===== src/hdl/sorted_tag_value_table_core_defines.svh =====
// ----------------------------------------------------------------------------
// sorted tag/value table: assertion macros
// ----------------------------------------------------------------------------
`ifndef SORTED_TAG_VALUE_TABLE_CORE_DEFINES_SVH
`define SORTED_TAG_VALUE_TABLE_CORE_DEFINES_SVH

`ifndef NO_ASSERTIONS

// plain property, checked out of reset
`define STVT_ASSERT(lbl, clk, rst_n, prop, msg) \
  lbl: assert property (@(posedge clk) disable iff (!rst_n) (prop)) \
    else $error(msg);

// same-cycle implication, checked out of reset
`define STVT_ASSERT_IMP(lbl, clk, rst_n, ante, cons, msg) \
  lbl: assert property (@(posedge clk) disable iff (!rst_n) (ante) |-> (cons)) \
    else $error(msg);

`else

`define STVT_ASSERT(lbl, clk, rst_n, prop, msg)
`define STVT_ASSERT_IMP(lbl, clk, rst_n, ante, cons, msg)

`endif

`endif


===== src/hdl/stvt_pkg.sv =====
// ----------------------------------------------------------------------------
// stvt_pkg
// Shared types and constants for the sorted tag/value table.
// ----------------------------------------------------------------------------
package stvt_pkg;

  localparam int CapacityDef = 16;
  localparam int TagW        = 32;
  localparam int ValW        = 32;
  localparam int PosW        = 4;
  localparam int CountW      = 5;

  typedef enum logic [1:0] {
    OP_ADD    = 2'd0,
    OP_REMOVE = 2'd1,
    OP_GET    = 2'd2,
    OP_READ   = 2'd3
  } op_e;

  typedef enum logic [1:0] {
    ST_OK        = 2'd0,
    ST_NOT_FOUND = 2'd1,
    ST_FULL      = 2'd2,
    ST_RANGE     = 2'd3
  } status_e;

  typedef struct packed {
    logic [TagW-1:0] tag;
    logic [ValW-1:0] value;
  } entry_t;

endpackage


===== src/hdl/stvt_store.sv =====
// ----------------------------------------------------------------------------
// stvt_store
// Entry memory: one write port, one read port with registered read data.
// ----------------------------------------------------------------------------
module stvt_store import stvt_pkg::*; #(
  parameter int Depth = CapacityDef,
  parameter int AddrW = (Depth > 1) ? $clog2(Depth) : 1
) (
  input  logic             clk_i,
  input  logic             we_i,
  input  logic [AddrW-1:0] waddr_i,
  input  entry_t           wentry_i,
  input  logic [AddrW-1:0] raddr_i,
  output entry_t           rentry_o
);

  entry_t mem_q [Depth];
  entry_t rentry_q;

  // contents are undefined until written, no reset
  always_ff @(posedge clk_i) begin
    if (we_i) begin
      mem_q[waddr_i] <= wentry_i;
    end
  end

  always_ff @(posedge clk_i) begin
    rentry_q <= mem_q[raddr_i];
  end

  assign rentry_o = rentry_q;

endmodule


===== src/hdl/sorted_tag_value_table_core.sv =====
// ----------------------------------------------------------------------------
// sorted_tag_value_table_core
// Sorted table of tag/value pairs with add, remove, get and read by position.
// ----------------------------------------------------------------------------
//  channel | dir | handshake                 | payload
//  input   | in  | in_valid_i / in_stall_o   | operation, tag_key, new_value, position
//  result  | out | out_valid_o / out_stall_i | status, value_out, tag_out, entry_count
//
//  one item at a time; the single memory read port and one comparator set the pace
//  search: per binary step, a midpoint read and a compare; then a hit check read
//  insert/remove: each moved entry is read, then written one slot over
//  read at index: registered read; a held result does not block the next input transfer
//  reset empties the table at once (count cleared), no clearing pass
// ----------------------------------------------------------------------------
`include "sorted_tag_value_table_core_defines.svh"

module sorted_tag_value_table_core import stvt_pkg::*; #(
  parameter int Capacity = CapacityDef
) (
  input  logic              clk_i,
  input  logic              rst_ni,
  input  logic              in_valid_i,
  output logic              in_stall_o,
  input  logic [1:0]        operation_i,
  input  logic [TagW-1:0]   tag_key_i,
  input  logic [ValW-1:0]   new_value_i,
  input  logic [PosW-1:0]   position_i,
  output logic              out_valid_o,
  input  logic              out_stall_i,
  output logic [1:0]        status_o,
  output logic [ValW-1:0]   value_out_o,
  output logic [TagW-1:0]   tag_out_o,
  output logic [CountW-1:0] entry_count_o
);

  localparam int AddrW = (Capacity > 1) ? $clog2(Capacity) : 1;
  localparam int CntW  = $clog2(Capacity + 1);
  localparam int XW    = CntW + PosW;

  typedef enum logic [3:0] {
    S_IDLE,
    S_SEARCH,
    S_COMPARE,
    S_HITCHK,
    S_DISPATCH,
    S_SHIFT_RD,
    S_SHIFT_WR,
    S_WRITE,
    S_RDWAIT,
    S_FINISH
  } state_e;

  state_e            state_q;
  op_e               op_q;
  logic [TagW-1:0]   key_q;
  logic [ValW-1:0]   val_q;
  logic [CntW-1:0]   fill_q;
  logic [CntW-1:0]   lo_q;
  logic [CntW-1:0]   hi_q;
  logic [CntW-1:0]   mid_q;
  logic [CntW-1:0]   idx_q;
  logic              hit_q;
  logic [ValW-1:0]   found_q;
  status_e           res_status_q;
  logic [ValW-1:0]   res_value_q;
  logic [TagW-1:0]   res_tag_q;

  logic              out_valid_q;
  status_e           out_status_q;
  logic [ValW-1:0]   out_value_q;
  logic [TagW-1:0]   out_tag_q;
  logic [CountW-1:0] out_count_q;

  logic              mem_we;
  logic [AddrW-1:0]  mem_waddr;
  entry_t            mem_wentry;
  logic [AddrW-1:0]  mem_raddr;
  entry_t            rentry;

  logic [CntW-1:0]   mid;
  logic [CntW:0]     idx_up;
  logic [CntW-1:0]   idx_dn;
  logic [XW-1:0]     pos_x;
  logic [XW-1:0]     fill_x;
  logic              in_xfer;
  logic              out_free;
  logic              out_load;
  logic              full;

  assign mid      = lo_q + ((hi_q - lo_q) >> 1);
  assign idx_up   = {1'b0, idx_q} + {{CntW{1'b0}}, 1'b1};
  assign idx_dn   = idx_q - {{(CntW-1){1'b0}}, 1'b1};
  assign pos_x    = XW'(position_i);
  assign fill_x   = XW'(fill_q);
  assign in_xfer  = in_valid_i && !in_stall_o;
  assign out_free = !out_valid_q || !out_stall_i;
  assign out_load = (state_q == S_FINISH) && out_free;
  assign full     = (fill_q == CntW'(Capacity));

  // memory port control
  always_comb begin
    mem_we     = 1'b0;
    mem_waddr  = idx_q[AddrW-1:0];
    mem_wentry = rentry;
    mem_raddr  = pos_x[AddrW-1:0];
    unique case (state_q)
      S_SEARCH: begin
        mem_raddr = (lo_q < hi_q) ? mid[AddrW-1:0] : lo_q[AddrW-1:0];
      end
      S_SHIFT_RD: begin
        mem_raddr = (op_q == OP_ADD) ? idx_dn[AddrW-1:0] : idx_up[AddrW-1:0];
      end
      S_SHIFT_WR: begin
        mem_we = 1'b1;
      end
      S_WRITE: begin
        mem_we     = 1'b1;
        mem_waddr  = lo_q[AddrW-1:0];
        mem_wentry = '{tag: key_q, value: val_q};
      end
      default: begin
      end
    endcase
  end

  stvt_store #(
    .Depth (Capacity),
    .AddrW (AddrW)
  ) u_store (
    .clk_i    (clk_i),
    .we_i     (mem_we),
    .waddr_i  (mem_waddr),
    .wentry_i (mem_wentry),
    .raddr_i  (mem_raddr),
    .rentry_o (rentry)
  );

  always_ff @(posedge clk_i or negedge rst_ni) begin
    if (!rst_ni) begin
      state_q      <= S_IDLE;
      op_q         <= OP_ADD;
      key_q        <= '0;
      val_q        <= '0;
      fill_q       <= '0;
      lo_q         <= '0;
      hi_q         <= '0;
      mid_q        <= '0;
      idx_q        <= '0;
      hit_q        <= 1'b0;
      found_q      <= '0;
      res_status_q <= ST_OK;
      res_value_q  <= '0;
      res_tag_q    <= '0;
      out_valid_q  <= 1'b0;
      out_status_q <= ST_OK;
      out_value_q  <= '0;
      out_tag_q    <= '0;
      out_count_q  <= '0;
    end else begin
      if (out_load) begin
        out_valid_q <= 1'b1;
      end else if (out_valid_q && !out_stall_i) begin
        out_valid_q <= 1'b0;
      end
      unique case (state_q)
        S_IDLE: begin
          if (in_xfer) begin
            op_q         <= op_e'(operation_i);
            key_q        <= tag_key_i;
            val_q        <= new_value_i;
            lo_q         <= '0;
            hi_q         <= fill_q;
            hit_q        <= 1'b0;
            res_value_q  <= '0;
            res_tag_q    <= '0;
            if (op_e'(operation_i) == OP_READ) begin
              if (pos_x < fill_x) begin
                res_status_q <= ST_OK;
                state_q      <= S_RDWAIT;
              end else begin
                res_status_q <= ST_RANGE;
                state_q      <= S_FINISH;
              end
            end else begin
              res_status_q <= ST_OK;
              state_q      <= S_SEARCH;
            end
          end
        end
        S_SEARCH: begin
          mid_q <= mid;
          if (lo_q < hi_q) begin
            state_q <= S_COMPARE;
          end else if (lo_q < fill_q) begin
            state_q <= S_HITCHK;
          end else begin
            state_q <= S_DISPATCH;
          end
        end
        S_COMPARE: begin
          if (rentry.tag < key_q) begin
            lo_q <= mid_q + {{(CntW-1){1'b0}}, 1'b1};
          end else begin
            hi_q <= mid_q;
          end
          state_q <= S_SEARCH;
        end
        S_HITCHK: begin
          hit_q   <= (rentry.tag == key_q);
          found_q <= rentry.value;
          state_q <= S_DISPATCH;
        end
        S_DISPATCH: begin
          unique case (op_q)
            OP_ADD: begin
              if (hit_q) begin
                state_q <= S_WRITE;
              end else if (full) begin
                res_status_q <= ST_FULL;
                state_q      <= S_FINISH;
              end else begin
                idx_q   <= fill_q;
                state_q <= S_SHIFT_RD;
              end
            end
            OP_REMOVE: begin
              if (hit_q) begin
                idx_q   <= lo_q;
                state_q <= S_SHIFT_RD;
              end else begin
                res_status_q <= ST_NOT_FOUND;
                state_q      <= S_FINISH;
              end
            end
            OP_GET: begin
              if (hit_q) begin
                res_value_q <= found_q;
              end else begin
                res_status_q <= ST_NOT_FOUND;
              end
              state_q <= S_FINISH;
            end
            OP_READ: begin
              state_q <= S_FINISH;
            end
          endcase
        end
        S_SHIFT_RD: begin
          if (op_q == OP_ADD) begin
            // move entries up by one from the top down to the slot
            state_q <= (idx_q > lo_q) ? S_SHIFT_WR : S_WRITE;
          end else if (idx_up < {1'b0, fill_q}) begin
            state_q <= S_SHIFT_WR;
          end else begin
            fill_q  <= fill_q - {{(CntW-1){1'b0}}, 1'b1};
            state_q <= S_FINISH;
          end
        end
        S_SHIFT_WR: begin
          idx_q   <= (op_q == OP_ADD) ? idx_dn : idx_up[CntW-1:0];
          state_q <= S_SHIFT_RD;
        end
        S_WRITE: begin
          if (!hit_q) begin
            fill_q <= fill_q + {{(CntW-1){1'b0}}, 1'b1};
          end
          state_q <= S_FINISH;
        end
        S_RDWAIT: begin
          res_value_q <= rentry.value;
          res_tag_q   <= rentry.tag;
          state_q     <= S_FINISH;
        end
        S_FINISH: begin
          if (out_free) begin
            out_status_q <= res_status_q;
            out_value_q  <= res_value_q;
            out_tag_q    <= res_tag_q;
            out_count_q  <= CountW'({{CountW{1'b0}}, fill_q});
            state_q      <= S_IDLE;
          end
        end
        default: begin
          state_q <= S_IDLE;
        end
      endcase
    end
  end

  assign in_stall_o    = (state_q != S_IDLE);
  assign out_valid_o   = out_valid_q;
  assign status_o      = out_status_q;
  assign value_out_o   = out_value_q;
  assign tag_out_o     = out_tag_q;
  assign entry_count_o = out_count_q;

  `STVT_ASSERT(a_fill_bound, clk_i, rst_ni, fill_q <= CntW'(Capacity), "fill above capacity")
  `STVT_ASSERT_IMP(a_we_busy, clk_i, rst_ni, mem_we, (state_q == S_SHIFT_WR) || (state_q == S_WRITE), "stray memory write")
  `STVT_ASSERT_IMP(a_search_order, clk_i, rst_ni, state_q == S_SEARCH, (lo_q <= hi_q) && (hi_q <= fill_q), "search bounds crossed")
  `STVT_ASSERT_IMP(a_fill_step, clk_i, rst_ni, fill_q != $past(fill_q), (fill_q == $past(fill_q) + 1'b1) || (fill_q + 1'b1 == $past(fill_q)), "fill jumped by more than one")

endmodule

===== config.mk =====
export PLATFORM = sky130hd
export DESIGN_NAME = sorted_tag_value_table_core
export DESIGN_NICKNAME = d
export VERILOG_FILES = /design/src/hdl/stvt_pkg.sv /design/src/hdl/stvt_store.sv /design/src/hdl/sorted_tag_value_table_core.sv
export VERILOG_INCLUDE_DIRS = /design/src /design/src/hdl
export SDC_FILE = /design/constraint.sdc
export NUM_CORES = 1
export LEC_CHECK = 0
export ABC_AREA = 1
export BUFFER_PORTS_ARGS = -buffer_cell sky130_fd_sc_hd__buf_2
export CORE_UTILIZATION = 40
export DETAILED_ROUTE_END_ITERATION = 10
export PLACE_DENSITY = 0.65
export SLEW_MARGIN = 0
export SYNTH_ARGS = -nofsm -noshare
export SYNTH_HDL_FRONTEND = slang
export SYNTH_SLANG_ARGS = --single-unit

===== constraint.sdc =====
create_clock -name clk_i -period 6.1 [get_ports clk_i]
set_input_delay 0.61 -clock clk_i [delete_from_list [all_inputs] [get_ports clk_i]]
set_output_delay 0.61 -clock clk_i [all_outputs]
set_load 0.02 [all_outputs]

==> metrics.md <==
| Metric | Value |
|---|---|
| Result of the run | finished, violations left |
| Failing checks | slew limit |
| Starting DRT DRC Count | 4280 |
| Clock tree from TritonCTS | yes |
| Max capacitance violation total | 0 |
| Global router's overall resource usage | 0.2118 |
| Count of instances resized after the clock tree is built | 0 |
| Worst path buffer plus inverter count | 4 |
| Final routed wire length divided by cell count | ~20 um |
| Post-route antenna net violation count | 0 |
| Vias in the first global route | 39.68k |
| Area growth from synthesis to layout | 12.72% |
| Main area contributors after synthesis | edfxtp_1 52%, dfrtp_1 11%, nand3_1 10%, nand2_1 8.0%, inv_1 5.3% |
| Final slew viol count | 110 |
| Fraction of power spent switching nets | 0.4014 |
| DRC errors left | 0 |
| Detailed-route via count | 41.11k |
| Number of register bits inferred by synthesis | between 1k and 1.5k |
| Die height | 385.1 um |
| Pin count of the biggest net entering global routing | 217 |
| Post-Synthesis Cell Area | 58710 um2 |
| Share of cells above drive strength 1 | 0.09376 |
| Detailed placement HPWL | approximately 83000 um |
| Worst setup SP type | register |
| Capturing point of the worst reg2reg path | u_store.rentry_o[37]$_DFF_P_ |
| Post-CTS setup buffer count | 0 |
| Clk_lat worst skew | 0.78 ns |
| Net Sw Power | 13.85 mW |
| Async S/R FF share, synth | 0.1965 |
| Core region area | 145600 um2 |
| Worst Reg-to-Reg Cells | 16 |
| Drt first pass iters | 6 |
| Max Clk Rate | roughly 220 MHz |
| Leading cell type by number of instances after synthesis | nand2_1 |
| CTS Buf Count | 138 |
| RSZ-0062 raised after global routing | no |
| Reg2reg start | lo_q[0]$_DFFE_PN0P_ |
| Power share of the sequential group | 0.373 |
| Power density over the cells | 521.5 nW/um2 |
| H-tree levels | 4 |
| Antenna cell count | 0 |
| Num rows | 140 |
| Min Tclk post-route | 4.484 ns |
| Final clock period utilization by the worst path | 0.7351 |
| Accumulated negative setup slack | 0 ns |
| Clock root buffer | clkbuf_16 |
| Origin of the worst setup path | lo_q[0]$_DFFE_PN0P_ |
| Grt ovf | 0 |
| Number of gates on the worst path with buffers counted | 16 |
| Arrival time of data at the critical path endpoint | 5.19 ns |
| Via-to-Cell Ratio | 5.281 |
| Worst Setup Slack post-DPL | 1.651 ns |
| Critical-path top delay cell | inv_8 |
| Share of the yosys chip area belonging to registers | 0.6590 |
| Antenna violations before repair | 6 |
| # setup viols final | 0 |
| Final Hold Violating Endpoints | 0 |
| Leading area contributor after synthesis | edfxtp_1 |
| Cell repeated most along the worst path | nand3_1 |
| Clock share of power | 0.236 |
| # hold bufs at CTS | 1 |
| CTS Sinks | 1354 |
| Dominant delay contributor by cell family on the critical path | buffers and inverters |
| Routed wire length | 157500 um |
| Worst Max-Slew Pin Slew | 1.638 ns |
| Clock transition time at the flip-flop clock pins of the worst setup and hold paths | 0.06 ns |
| Number of buffers inserted by port buffering | 146 |
| Max-Slew Margin vs Limit | -0.09187 |
| Number of warning messages in the yosys log | 0 |
| Syn avg cell area | slightly above 10 um2 |
| Final #Nets | 5894 |
| Area fraction of the dominant cell type after synthesis | 0.5238 |
| End of the critical path | u_store.rentry_o[37]$_DFF_P_ |
| Final critical-path setup slack | 1.616 ns |
| Number of top-level design ports | 147 |
| Dominant synthesized flop cell | edfxtp_1 |
| Part of the power in combinational logic | 0.391 |
| Post-synth top cells | 1248 x nand2_1, 1196 x nand3_1, 1024 x edfxtp_1 |
| Category of the critical setup timing path | reg -> reg |
| Element type at the critical path end | register |
| Net count after synthesis | 5821 |
| Wire length of the first global-routing pass | 240000 um |
| Horizontal extent of the die | between 300 and 400 um |
| Type of the worst min-delay path | in -> reg |
| Starting utilization of the core area | 0.4033 |
| Worst-case clock skew | around 0.032 ns |
| Standby leakage power | ~28 nW |
| Delay of the slowest cell on the worst path | 0.77 ns |
| Largest voltage drop on the vdd net | 0.5123 mV |
| Register-to-Register Setup Slack | ~1.6 ns |
| Critical path required time | just under 7 ns |
| Max Root-Sink Buffers | 3 |
| Unique cell type count in the Yosys netlist | 44 |
| Worst-path fanout max | 111 |
| CP cell instances | ha_1 -> inv_1 -> fa_1 -> ha_1 -> inv_1 -> fa_1 -> nand3_1 -> nand3_1 -> nand2_1 -> nand2_8 -> inv_8 -> buf_4 -> nand3_1 -> nand3_1 -> nand3_1 -> nand2_1 |
| Instance count of the mapped netlist | 5677 |
| Final Wtd Congestion | 0.8627 |
| Post-synth EDFFs | 1024 |
| Internal power consumption | about 21 mW |
| Area of the die | 148300 um2 |
[layout make-up]
type                            count  area, um2
Timing Repair Buffer              270       1987
Tap cell                         1917       2399
Clock buffer                      190       3802
Sequential cell                  1354      38690
Fill cell                       13220      79390
Clock inverter                     66      544.3
Multi-Input combinational cell   3141      15570
Inverter                          845       3187
[flip-flops by register name (all words and copies together) (netlist names), 4 cells and up]
name              count
entry_count_o         5
key_q                32
u_store.rentry_o     64
mid_q                 5
res_tag_q            32
lo_q                  5
res_value_q          32
val_q                32
hi_q                  5
u_store.mem_q      1024
found_q              32
idx_q                 5
fill_q                5
value_out_o          32
tag_out_o            32
state_q               4
[per-layer routing]
layer | wire length, um | track usage | up-vias | share of wire
met5 | 12 | 0 | - | 0.000076
met3 | 12300 | 0.03112 | 258 | 0.078
met2 | 73980 | 0.3454 | 1628 | 0.47
li1 | - | - | 19150 | -
met1 | 67540 | 0.2915 | 20060 | 0.43
met4 | 3708 | 0.06555 | 2 | 0.024
[power groups by stage]
stage / clock network [mW] / logic [mW] / registers [mW]
after floorplan: 0 / 9.00 / 13.0
after global placement: 0 / 13.1 / 13.0
after detailed placement: 0 / 13.4 / 13.1
after CTS: 8.26 / 13.4 / 12.9
after global routing: 8.60 / 15.0 / 13.0
final: 8.15 / 13.5 / 12.9
[worst min path at each step]
stage          slack [ns]                           end  cells past startpoint                 startpoint
2_1_floorplan        0.31  entry_count_o[0]$_DFFE_PN0P_                      0                     rst_ni
4_1_cts              0.02         val_q[26]$_DFFE_PN0P_                      2            new_value_i[26]
3_5_place_dp         0.46           hi_q[0]$_DFFE_PN0P_                      2        hi_q[0]$_DFFE_PN0P_
3_3_place_gp         0.46     tag_out_o[29]$_DFFE_PN0P_                      2  tag_out_o[29]$_DFFE_PN0P_
6_report             0.07         val_q[26]$_DFFE_PN0P_                      2            new_value_i[26]
5_1_grt              0.05         val_q[20]$_DFFE_PN0P_                      2            new_value_i[20]
[logic make-up after synthesis]
kind of cell,count (synthesis),synth area share
buffers and inverters,1182,0.07954
AO/OA/AOI/OAI,394,0.03728
AND/OR/NAND/NOR,2617,0.1981
XOR/XNOR,18,0.002685
multiplexers,42,0.008056
flip-flops,1354,0.6590
adder cells (fa/ha/maj),70,0.01530
[layout by cell type (no fill, tap or decap), types with 3 or more instances in the layout]
master,count
nand2_1,1246
nand3_1,1196
edfxtp_1,1024
inv_1,833
dfrtp_1,266
o21ai_0,199
buf_2,145
clkbuf_16,141
a21oi_1,102
buf_4,98
ha_1,67
nor2_1,65
nand3b_1,64
dfxtp_1,64
mux2_2,40
clkbuf_1,40
o22ai_1,36
a221oi_1,28
buf_12,25
clkinv_1,24
nor2_4,21
clkinv_2,18
xor2_1,13
clkbuf_8,9
inv_2,8
o21ai_1,7
inv_6,6
clkinvlp_4,6
xnor2_1,5
nand4_1,5
nor3_1,5
clkinv_8,5
or2_2,4
o221ai_1,4
bufinv_16,4
nand2_8,3
o211ai_1,3
o2111ai_1,3
fa_1,3
inv_16,3
[worst reg2reg max path, stage by stage (launching register included)]
cell and delay (ns):
dfrtp_1 0.48, ha_1 0.24, inv_1 0.10, fa_1 0.42
ha_1 0.20, inv_1 0.07, fa_1 0.43, nand3_1 0.10
nand3_1 0.08, nand2_1 0.16, nand2_8 0.36, inv_8 0.82
buf_4 0.55, nand3_1 0.13, nand3_1 0.09, nand3_1 0.10
nand2_1 0.08
[per-stage QoR]
stage               power, mW  cells  hold slack, ns    util  area (um2)
finish                  34.51   7783         0.06727  0.4546       66170
global route            36.57   7783         0.04937  0.4546       66170
CTS                     34.56   7783         0.02037  0.4546       66170
detailed placement      26.40   7526          0.4644  0.4247       61820
global placement        26.14   7526          0.4617  0.4247       61820
floorplan               22.01   5677          0.3144       -       58710
(Power assumes the default switching activity.)
